==> src/rtl/core/next_hop_arp_cache_defines.svh <==
// assertion macros for the next hop arp cache
`ifndef NEXT_HOP_ARP_CACHE_DEFINES_SVH
`define NEXT_HOP_ARP_CACHE_DEFINES_SVH

`ifndef SYNTH

`define NHA_ASSERT_IMPL(label, clk, rst_n, ante, cons) \
    label: assert property (@(posedge clk) disable iff (!(rst_n)) (ante) |-> (cons)) \
        else $error("nha assertion failed");

`define NHA_ASSERT_NEXT(label, clk, rst_n, ante, cons) \
    label: assert property (@(posedge clk) disable iff (!(rst_n)) (ante) |=> (cons)) \
        else $error("nha assertion failed");

`else

`define NHA_ASSERT_IMPL(label, clk, rst_n, ante, cons)

`define NHA_ASSERT_NEXT(label, clk, rst_n, ante, cons)

`endif

`endif

==> src/rtl/core/nha_pkg.sv <==
// shared types and constants of the next hop arp cache
package nha_pkg;

    localparam int IP_W      = 32;
    localparam int MAC_IN_W  = 48;
    localparam int AGE_W     = 32;
    localparam int CFG_ADDR_W = 4;
    localparam int CFG_DATA_W = 32;

    localparam logic [IP_W-1:0]  BCAST_IP  = 32'hFFFF_FFFF;
    localparam logic [7:0]       BYTE_ONES = 8'hFF;
    localparam logic [AGE_W-1:0] AGE_MAX   = 32'hFFFF_FFFF;
    localparam logic [AGE_W-1:0] AGE_FIRST = 32'd1;

    localparam logic [1:0] REG_NET_MASK   = 2'd0;
    localparam logic [1:0] REG_GATEWAY    = 2'd1;
    localparam logic [1:0] REG_GW_PRESENT = 2'd2;

    localparam logic ACT_RESOLVE = 1'b0;
    localparam logic ACT_INSERT  = 1'b1;

    typedef struct packed {
        logic [IP_W-1:0] net_mask;
        logic [IP_W-1:0] gateway_addr;
        logic            gateway_present;
    } t_cfg;

endpackage

==> src/rtl/core/nha_req_if.sv <==
// request channel carrying resolve and insert requests
interface nha_req_if;
    logic                          valid;
    logic                          ready;
    logic                          action;
    logic [nha_pkg::IP_W-1:0]      ip_addr;
    logic [nha_pkg::MAC_IN_W-1:0]  mac_addr;

    modport source (output valid, action, ip_addr, mac_addr, input ready);
    modport sink   (input valid, action, ip_addr, mac_addr, output ready);
endinterface

==> src/rtl/core/nha_rsp_if.sv <==
// result channel carrying found flag, mac and next hop
interface nha_rsp_if;
    logic                          valid;
    logic                          ready;
    logic                          found;
    logic [nha_pkg::MAC_IN_W-1:0]  mac_out;
    logic [nha_pkg::IP_W-1:0]      next_hop;

    modport source (output valid, found, mac_out, next_hop, input ready);
    modport sink   (input valid, found, mac_out, next_hop, output ready);
endinterface

==> src/rtl/core/next_hop_arp_cache.sv <==
// next hop arp cache: entry scan through one memory, oldest entry replacement
// requests are accepted only in idle; the scan reads the entry memory one row per cycle
//   through its single read port, then the drain and finish states follow, and the result
//   registers load in finish once the output is free, so a new request waits until then
// reset: all entries empty at once (per-entry valid flops), age counter to one,
//   config registers to zero, no clearing pass
`include "next_hop_arp_cache_defines.svh"

module next_hop_arp_cache #(
    parameter int ENTRIES   = 8,
    parameter int MAC_BYTES = 6
) (
    input  logic                              i_clk,
    input  logic                              i_rst_n,
    nha_req_if.sink                           i_req,
    nha_rsp_if.source                         o_rsp,
    input  logic                              psel,
    input  logic                              penable,
    input  logic                              pwrite,
    input  logic [nha_pkg::CFG_ADDR_W-1:0]    paddr,
    input  logic [nha_pkg::CFG_DATA_W-1:0]    pwdata,
    output logic [nha_pkg::CFG_DATA_W-1:0]    prdata,
    output logic                              pready
);
    localparam int MAC_KEEP = (MAC_BYTES > 6) ? 6 : MAC_BYTES;
    localparam int MAC_W    = 8 * MAC_KEEP;
    localparam int IDX_W    = (ENTRIES > 1) ? $clog2(ENTRIES) : 1;
    localparam int IP_W     = nha_pkg::IP_W;
    localparam int AGE_W    = nha_pkg::AGE_W;
    localparam int ROW_W    = AGE_W + IP_W + MAC_W;
    localparam logic [IDX_W-1:0] IDX_LAST = IDX_W'(ENTRIES - 1);
    localparam logic [MAC_W-1:0] MAC_BCAST = {MAC_KEEP{nha_pkg::BYTE_ONES}};

    typedef enum logic [3:0] {
        ST_IDLE   = 4'b0001,
        ST_SCAN   = 4'b0010,
        ST_DRAIN  = 4'b0100,
        ST_FINISH = 4'b1000
    } t_state;

    nha_pkg::t_cfg w_cfg;

    t_state              r_state;
    logic                r_action;
    logic [IP_W-1:0]     r_hop;
    logic [MAC_W-1:0]    r_mac_in;
    logic [IDX_W-1:0]    r_idx;
    logic                r_cmp_vld;
    logic [IDX_W-1:0]    r_cmp_idx;
    logic                r_hit;
    logic [MAC_W-1:0]    r_hit_mac;
    logic                r_empty_found;
    logic [IDX_W-1:0]    r_empty_idx;
    logic                r_min_any;
    logic [AGE_W-1:0]    r_min_age;
    logic [IDX_W-1:0]    r_min_idx;
    logic [ENTRIES-1:0]  r_valid;
    logic [AGE_W-1:0]    r_age_ctr;
    logic                r_out_vld;
    logic                r_out_found;
    logic [nha_pkg::MAC_IN_W-1:0] r_out_mac;
    logic [IP_W-1:0]     r_out_hop;

    logic                w_accept;
    logic                w_local;
    logic [IP_W-1:0]     w_hop;
    logic [ROW_W-1:0]    w_row;
    logic                w_row_vld;
    logic [AGE_W-1:0]    w_row_age;
    logic [IP_W-1:0]     w_row_ip;
    logic [MAC_W-1:0]    w_row_mac;
    logic                w_out_free;
    logic                w_done;
    logic                w_bcast;
    logic                w_found;
    logic [MAC_W-1:0]    w_mac_res;
    logic                w_wr_en;
    logic [IDX_W-1:0]    w_sel;
    logic [ROW_W-1:0]    w_wdata;

    nha_cfg_regs u_cfg (
        .i_clk   (i_clk),
        .i_rst_n (i_rst_n),
        .psel    (psel),
        .penable (penable),
        .pwrite  (pwrite),
        .paddr   (paddr),
        .pwdata  (pwdata),
        .prdata  (prdata),
        .pready  (pready),
        .o_cfg   (w_cfg)
    );

    // next hop selection at request accept
    assign w_local = (i_req.ip_addr == nha_pkg::BCAST_IP) ||
                     (((i_req.ip_addr ^ w_cfg.gateway_addr) & w_cfg.net_mask) == '0);
    assign w_hop   = ((i_req.action == nha_pkg::ACT_INSERT) || w_local ||
                      !w_cfg.gateway_present) ? i_req.ip_addr : w_cfg.gateway_addr;

    assign i_req.ready = (r_state == ST_IDLE);
    assign w_accept    = i_req.valid && i_req.ready;

    // entry row: age, ip, mac
    assign w_row_vld = r_valid[r_cmp_idx];
    assign w_row_age = w_row[ROW_W-1 -: AGE_W];
    assign w_row_ip  = w_row[MAC_W +: IP_W];
    assign w_row_mac = w_row[MAC_W-1:0];

    assign w_out_free = !r_out_vld || o_rsp.ready;
    assign w_done     = (r_state == ST_FINISH) && w_out_free;
    assign w_bcast    = (r_hop == nha_pkg::BCAST_IP);
    assign w_found    = w_bcast || r_hit;
    assign w_mac_res  = w_bcast ? MAC_BCAST : (r_hit ? r_hit_mac : '0);
    assign w_sel      = r_empty_found ? r_empty_idx : r_min_idx;
    assign w_wr_en    = w_done && (r_action == nha_pkg::ACT_INSERT) && !w_found;
    assign w_wdata    = {r_age_ctr, r_hop, r_mac_in};

    nha_ram #(
        .WIDTH (ROW_W),
        .DEPTH (ENTRIES)
    ) u_entries (
        .i_clk   (i_clk),
        .i_we    (w_wr_en),
        .i_waddr (w_sel),
        .i_wdata (w_wdata),
        .i_raddr (r_idx),
        .o_rdata (w_row)
    );

    // control
    always_ff @(posedge i_clk) begin
        if (!i_rst_n) begin
            r_state   <= ST_IDLE;
            r_idx     <= '0;
            r_cmp_vld <= 1'b0;
            r_valid   <= '0;
            r_age_ctr <= nha_pkg::AGE_FIRST;
            r_out_vld <= 1'b0;
        end else begin
            r_cmp_vld <= (r_state == ST_SCAN);
            case (r_state)
                ST_IDLE: begin
                    if (w_accept) begin
                        r_idx   <= '0;
                        r_state <= ST_SCAN;
                    end
                end
                ST_SCAN: begin
                    r_idx <= r_idx + 1'b1;
                    if (r_idx == IDX_LAST) begin
                        r_state <= ST_DRAIN;
                    end
                end
                ST_DRAIN: begin
                    r_state <= ST_FINISH;
                end
                ST_FINISH: begin
                    if (w_out_free) begin
                        r_state <= ST_IDLE;
                    end
                end
                default: begin
                    r_state <= ST_IDLE;
                end
            endcase
            if (w_wr_en) begin
                r_valid[w_sel] <= 1'b1;
                r_age_ctr <= (r_age_ctr == nha_pkg::AGE_MAX) ? nha_pkg::AGE_FIRST
                                                             : r_age_ctr + 1'b1;
            end
            if (w_done) begin
                r_out_vld <= 1'b1;
            end else if (o_rsp.ready) begin
                r_out_vld <= 1'b0;
            end
        end
    end

    // request payload, scan accumulators and result register
    always_ff @(posedge i_clk) begin
        r_cmp_idx <= r_idx;
        if (w_accept) begin
            r_action      <= i_req.action;
            r_hop         <= w_hop;
            r_mac_in      <= i_req.mac_addr[MAC_W-1:0];
            r_hit         <= 1'b0;
            r_hit_mac     <= '0;
            r_empty_found <= 1'b0;
            r_empty_idx   <= '0;
            r_min_any     <= 1'b0;
            r_min_age     <= '0;
            r_min_idx     <= '0;
        end else if (r_cmp_vld) begin
            if (w_row_vld && (w_row_ip == r_hop) && !r_hit) begin
                r_hit     <= 1'b1;
                r_hit_mac <= w_row_mac;
            end
            if (!w_row_vld && !r_empty_found) begin
                r_empty_found <= 1'b1;
                r_empty_idx   <= r_cmp_idx;
            end
            if (w_row_vld && (!r_min_any || (w_row_age < r_min_age))) begin
                r_min_any <= 1'b1;
                r_min_age <= w_row_age;
                r_min_idx <= r_cmp_idx;
            end
        end
        if (w_done) begin
            r_out_found <= w_found;
            r_out_mac   <= nha_pkg::MAC_IN_W'(w_mac_res);
            r_out_hop   <= r_hop;
        end
    end

    assign o_rsp.valid    = r_out_vld;
    assign o_rsp.found    = r_out_found;
    assign o_rsp.mac_out  = r_out_mac;
    assign o_rsp.next_hop = r_out_hop;

    `NHA_ASSERT_NEXT(a_accept_starts_scan, i_clk, i_rst_n, w_accept, (r_state == ST_SCAN) && (r_idx == '0))
    `NHA_ASSERT_NEXT(a_insert_sets_valid, i_clk, i_rst_n, w_wr_en, r_valid[$past(w_sel)])
    `NHA_ASSERT_IMPL(a_age_never_zero, i_clk, i_rst_n, 1'b1, r_age_ctr != '0)
    `NHA_ASSERT_IMPL(a_no_write_on_hit, i_clk, i_rst_n, r_hit || w_bcast, !w_wr_en)
endmodule

==> src/rtl/core/nha_ram.sv <==
// generic single write port ram with registered read
module nha_ram #(
    parameter int WIDTH = 8,
    parameter int DEPTH = 8
) (
    input  logic                                   i_clk,
    input  logic                                   i_we,
    input  logic [(DEPTH > 1 ? $clog2(DEPTH) : 1)-1:0] i_waddr,
    input  logic [WIDTH-1:0]                       i_wdata,
    input  logic [(DEPTH > 1 ? $clog2(DEPTH) : 1)-1:0] i_raddr,
    output logic [WIDTH-1:0]                       o_rdata
);
    logic [WIDTH-1:0] r_mem [DEPTH];
    logic [WIDTH-1:0] r_rdata;

    always_ff @(posedge i_clk) begin
        if (i_we) begin
            r_mem[i_waddr] <= i_wdata;
        end
        r_rdata <= r_mem[i_raddr];
    end

    assign o_rdata = r_rdata;
endmodule

==> src/rtl/core/nha_cfg_regs.sv <==
// apb configuration registers: net mask, gateway address, gateway present
module nha_cfg_regs (
    input  logic                              i_clk,
    input  logic                              i_rst_n,
    input  logic                              psel,
    input  logic                              penable,
    input  logic                              pwrite,
    input  logic [nha_pkg::CFG_ADDR_W-1:0]    paddr,
    input  logic [nha_pkg::CFG_DATA_W-1:0]    pwdata,
    output logic [nha_pkg::CFG_DATA_W-1:0]    prdata,
    output logic                              pready,
    output nha_pkg::t_cfg                     o_cfg
);
    nha_pkg::t_cfg r_cfg;
    logic          w_wr;
    logic [1:0]    w_idx;

    assign w_wr   = psel && penable && pwrite;
    assign w_idx  = paddr[3:2];
    assign pready = 1'b1;

    always_ff @(posedge i_clk) begin
        if (!i_rst_n) begin
            r_cfg <= '0;
        end else if (w_wr) begin
            case (w_idx)
                nha_pkg::REG_NET_MASK:   r_cfg.net_mask        <= pwdata;
                nha_pkg::REG_GATEWAY:    r_cfg.gateway_addr    <= pwdata;
                nha_pkg::REG_GW_PRESENT: r_cfg.gateway_present <= pwdata[0];
                default: ;
            endcase
        end
    end

    always_comb begin
        case (w_idx)
            nha_pkg::REG_NET_MASK:   prdata = r_cfg.net_mask;
            nha_pkg::REG_GATEWAY:    prdata = r_cfg.gateway_addr;
            nha_pkg::REG_GW_PRESENT: prdata = {{(nha_pkg::CFG_DATA_W-1){1'b0}},
                                               r_cfg.gateway_present};
            default:                 prdata = '0;
        endcase
    end

    assign o_cfg = r_cfg;
endmodule
==> src/flat_wrapper.sv <==
// flat-port wrapper written by rule: the top's interface ports become plain ports
module next_hop_arp_cache_flat 
#(
    parameter int ENTRIES   = 8,
    parameter int MAC_BYTES = 6
)
  (i_clk, i_rst_n, psel, penable, pwrite, paddr, pwdata, prdata, pready, i_req_valid, i_req_action, i_req_ip_addr, i_req_mac_addr, i_req_ready, o_rsp_valid, o_rsp_found, o_rsp_mac_out, o_rsp_next_hop, o_rsp_ready);
  nha_req_if i_req_i ();
  nha_rsp_if o_rsp_i ();
  input  logic i_clk;
  input  logic i_rst_n;
  input  logic psel;
  input  logic penable;
  input  logic pwrite;
  input  logic [nha_pkg::CFG_ADDR_W-1:0] paddr;
  input  logic [nha_pkg::CFG_DATA_W-1:0] pwdata;
  output logic [nha_pkg::CFG_DATA_W-1:0] prdata;
  output logic pready;
  input wire logic [$bits(i_req_i.valid)-1:0] i_req_valid;
  input wire logic [$bits(i_req_i.action)-1:0] i_req_action;
  input wire logic [$bits(i_req_i.ip_addr)-1:0] i_req_ip_addr;
  input wire logic [$bits(i_req_i.mac_addr)-1:0] i_req_mac_addr;
  output wire logic [$bits(i_req_i.ready)-1:0] i_req_ready;
  output wire logic [$bits(o_rsp_i.valid)-1:0] o_rsp_valid;
  output wire logic [$bits(o_rsp_i.found)-1:0] o_rsp_found;
  output wire logic [$bits(o_rsp_i.mac_out)-1:0] o_rsp_mac_out;
  output wire logic [$bits(o_rsp_i.next_hop)-1:0] o_rsp_next_hop;
  input wire logic [$bits(o_rsp_i.ready)-1:0] o_rsp_ready;
  assign i_req_i.valid = i_req_valid;
  assign i_req_i.action = i_req_action;
  assign i_req_i.ip_addr = i_req_ip_addr;
  assign i_req_i.mac_addr = i_req_mac_addr;
  assign i_req_ready = i_req_i.ready;
  assign o_rsp_valid = o_rsp_i.valid;
  assign o_rsp_found = o_rsp_i.found;
  assign o_rsp_mac_out = o_rsp_i.mac_out;
  assign o_rsp_next_hop = o_rsp_i.next_hop;
  assign o_rsp_i.ready = o_rsp_ready;
  next_hop_arp_cache #(.ENTRIES(ENTRIES), .MAC_BYTES(MAC_BYTES)) u_core (.i_clk(i_clk), .i_rst_n(i_rst_n), .i_req(i_req_i), .o_rsp(o_rsp_i), .psel(psel), .penable(penable), .pwrite(pwrite), .paddr(paddr), .pwdata(pwdata), .prdata(prdata), .pready(pready));
endmodule
==> config.mk <==
export PLATFORM = sky130hd
export DESIGN_NAME = next_hop_arp_cache_flat
export DESIGN_NICKNAME = d
export VERILOG_FILES = /design/src/rtl/core/nha_pkg.sv /design/src/rtl/core/nha_req_if.sv /design/src/rtl/core/nha_rsp_if.sv /design/src/rtl/core/next_hop_arp_cache.sv /design/src/rtl/core/nha_ram.sv /design/src/rtl/core/nha_cfg_regs.sv /design/src/flat_wrapper.sv
export VERILOG_INCLUDE_DIRS = /design/src /design/src/rtl/core
export SDC_FILE = /design/constraint.sdc
export NUM_CORES = 1
export LEC_CHECK = 0
export BUFFER_PORTS_ARGS = -buffer_cell sky130_fd_sc_hd__buf_2
export CAP_MARGIN = 0
export CORE_MARGIN = 4
export CORE_UTILIZATION = 55
export CTS_CLUSTER_DIAMETER = 200
export CTS_CLUSTER_SIZE = 28
export DETAILED_ROUTE_END_ITERATION = 7
export PLACE_DENSITY = 0.73
export SYNTH_ARGS = -nofsm -noshare
export SYNTH_HDL_FRONTEND = slang
export SYNTH_SLANG_ARGS = --single-unit
export TNS_END_PERCENT = 1
==> constraint.sdc <==
create_clock -name i_clk -period 16.6 [get_ports i_clk]
set_input_delay 0 -clock i_clk [delete_from_list [all_inputs] [get_ports i_clk]]
set_output_delay 0 -clock i_clk [all_outputs]
set_load 0.005 [all_outputs]
==> results.py <==
metrics = {
    "run_status": {
        "status": "completed",
    },
    "job": {
        "max_cap_viol_count": 0,
    },
    "finish": {
        "syn_to_final_growth_pct": 10.7,
        "stdcell_area_um2": 56900,
        "antennaDiodeCount": 0,
        "drive_above_1_share": 0.226,
        "final_cell_mix": "edfxtp_1, nand2_1, dfxtp_1, buf_2, mux4_2",
        "mostFrequentLayoutCell": "edfxtp_1",
        "final_nets": 3375,
    },
    "yosys": {
        "ys_seq_area_frac": 0.741,
        "synth_cells": 2896,
        "synth_top_area_share": 0.618,
        "synth_cell_types": 59,
        "syn_avg_cell_area_um2": 17.8,
        "syn_area_um2": 51400,
        "synth_ff_type": "edfxtp_1",
        "async_flop_share": 0,
        "synth-edff-count": 1058,
        "ys.warnings.count": 0,
        "ys_top_cells_by_area": "edfxtp_1, dfxtp_1, mux4_2, mux2_2, mux2i_1",
        "ys_ff_latch": 1376,
        "yosysTopAreaCell": "edfxtp_1",
        "synthesis.nets": 3054,
    },
    "global_route": {
        "grt_max_degree": 169,
        "antenna_found_initial": 0,
        "first_global_vias": 27600,
        "grt_usage": 0.220,
        "grt_pass1_wl_mm": 166,
        "grt_overflow": 0,
    },
    "route": {
        "vias": 26400,
        "wl_mm": 108,
        "via_per_inst": 5.85,
        "wl_per_cell_um": 24.0,
        "drt_iter0_markers": 2311,
        "dr.pass1.iters": 5,
        "drt_drc_violations_left": 0,
        "drtAntennaViolNets": 0,
    },
    "timing": {
        "hold_violations": 0,
        "setup_viol": 0,
        "post-route-period-util": 0.293,
        "fin_skew_ns": 0.0648,
        "tightest_slew_ns": 1.37,
        "relSlewSlack": 0.0885,
        "slew_violations": 0,
        "period_minus_slack_ns": 4.86,
        "setup_tns_ns": 0,
        "max_freq_mhz": 206,
        "rsz0062_at_grt": "no",
    },
    "min_path": {
        "hold_path_class": "input pin to flip-flop",
        "min_delay_worst_endpoint": "u_core.r_mac_in[18]",
        "worstHoldStart": "i_req_mac_addr[18]",
        "hold_depth": 2,
    },
    "power": {
        "cellPowerDensity_nw_per_um2": 99.3,
        "leakagePower_nw": 18.4,
        "irDropWorstVdd_mv": 0.0896,
    },
    "clock_tree": {
        "clk_latency_ns": 0.69,
        "postCtsSetupBuffers": 0,
        "clockBufferDepth": 3,
        "cts_buffers": 55,
        "cts-root-buf": "clkbuf_16",
        "clock_sinks": 1376,
        "ctsHtreeMaxLevel": 2,
        "clkTransAtPathRegs_ns": 0.11,
        "cts_tree": "done",
    },
    "critical_path": {
        "crit_start": "u_core.r_hop[18]",
        "critPathKind": "flip-flop to flip-flop",
        "reg2reg_slack_ns": 11.74,
        "critPathMaxFanout": 50,
        "r2r_end": "u_core.u_entries.r_mem[3][45]",
        "worstSetupStartpointType": "flip-flop",
        "required_ns": 16.89,
        "r2r-start": "u_core.r_hop[18]",
        "end_kind": "flip-flop",
        "crit_arrival_ns": 5.15,
        "r2r_cells": 8,
    },
    "placement": {
        "place_hpwl_mm": 60.6,
        "routabilityCongestion": 0.851,
        "post_dp_cell_area_um2": 54100,
        "place.port_buffers": 236,
    },
    "die": {
        "rows": 111,
        "ios": 240,
        "die_h_um": 314,
        "dieArea_um2": 98500,
        "core_um2": 92200,
        "fp.dieW_um": 314,
        "initial_core_util": 0.558,
    },
}
==> Yosys cell counts (22+ instances only) <==
master and n:
mux4_2 226, nand3_1 24, mux2i_1 122, mux2_2 146, dfxtp_1 318, nor2_1 135
nand2_1 324, edfxtp_1 1058, nand4_1 32, buf_1 22, inv_1 42, xor2_1 84
a21oi_1 86, ha_1 34, clkbuf_1 96
==> critical path, cell delays in order, from the launching register on <==
cell	delay, ns
edfxtp_1	0.65
nand4_1	0.26
nor4_2	0.09
buf_4	0.18
a211oi_2	0.63
nand2_1	0.29
nor2_4	0.60
buf_4	0.80
buf_4	0.87
==> metal layers <==
layer | vias to the layer above | global-route usage | part of all wire
met3 | 212 | 0.0255 | 0.048
met1 | 13700 | 0.285 | 0.40
met2 | 809 | 0.389 | 0.52
met5 | - | 0 | 0
met4 | 0 | 0.0730 | 0.034
li1 | 11700 | - | -
==> state kept, by name, indices dropped and copies added (netlist names), 3 cells and up <==
name	count
u_core.r_idx	3
u_core.r_hit_mac	48
u_core.r_hop	32
u_core.u_cfg.o_cfg	65
u_core.r_valid	8
u_core.u_entries.r_mem	896
u_core.o_rsp.mac_out	48
u_core.r_empty_idx	3
u_core.r_min_age	32
u_core.r_age_ctr	32
u_core.o_rsp.next_hop	32
u_core.r_cmp_idx	3
u_core.r_min_idx	3
u_core.u_entries.o_rdata	112
u_core.r_state	4
u_core.r_mac_in	48
==> what timing repair did <==
action	in CTS	in global routing
resized for setup	0	0
endpoints found under the hold margin	178	0
hold buffers	123	0
==> layout make-up <==
cell class	count	area, um^2
multi-input combinational	1340	12700
clock buffer	99	1540
timing repair buffer	400	2750
clock inverter	4	98.8
tap	1243	1560
sequential	1376	38100
fill	6502	35300
inverter	44	170
==> per-stage QoR <==
step	power (mW)	hold WS [ns]	cells	utilization	setup WS (ns)
after floorplan	3.99	0.0989	2896	-	9.85
after global placement	4.06	0.177	4280	0.586	11.82
after detailed placement	4.07	0.178	4280	0.586	11.73
after CTS	5.69	0.000811	4506	0.617	11.65
after global routing	5.85	0.0187	4506	0.617	11.45
final	5.65	0.0321	4506	0.617	11.74
==> kinds of logic (layout without fill, tap and decap cells) <==
logic type,count (synthesis),count (layout),synth area share
flip-flops,1376,1376,0.741
AND/OR/NAND/NOR,577,577,0.0486
multiplexers,494,494,0.155
buffers and inverters,180,547,0.0140
AO/OA/AOI/OAI,144,144,0.0177
XOR/XNOR,90,90,0.0153
adder cells (fa/ha/maj),34,34,0.00827
other,1,1,0.0000729
==> where the power goes <==
group | internal, mW | switching [mW] | total (mW)
combinational | 0.0930 | 0.109 | 0.202
clock | 0.647 | 0.992 | 1.64
sequential | 3.75 | 0.0624 | 3.81
==> worst max path at each step <==
stage / endpoint
6_report: u_core.u_entries.r_mem[3][45]
5_1_grt: u_core.u_entries.r_mem[1][93]
4_1_cts: u_core.u_entries.r_mem[1][93]
3_5_place_dp: u_core.u_entries.r_mem[0][43]
3_3_place_gp: u_core.u_entries.r_mem[1][68]
2_1_floorplan: u_core.u_entries.r_mem[3][0]
(Power assumes the default switching activity.)
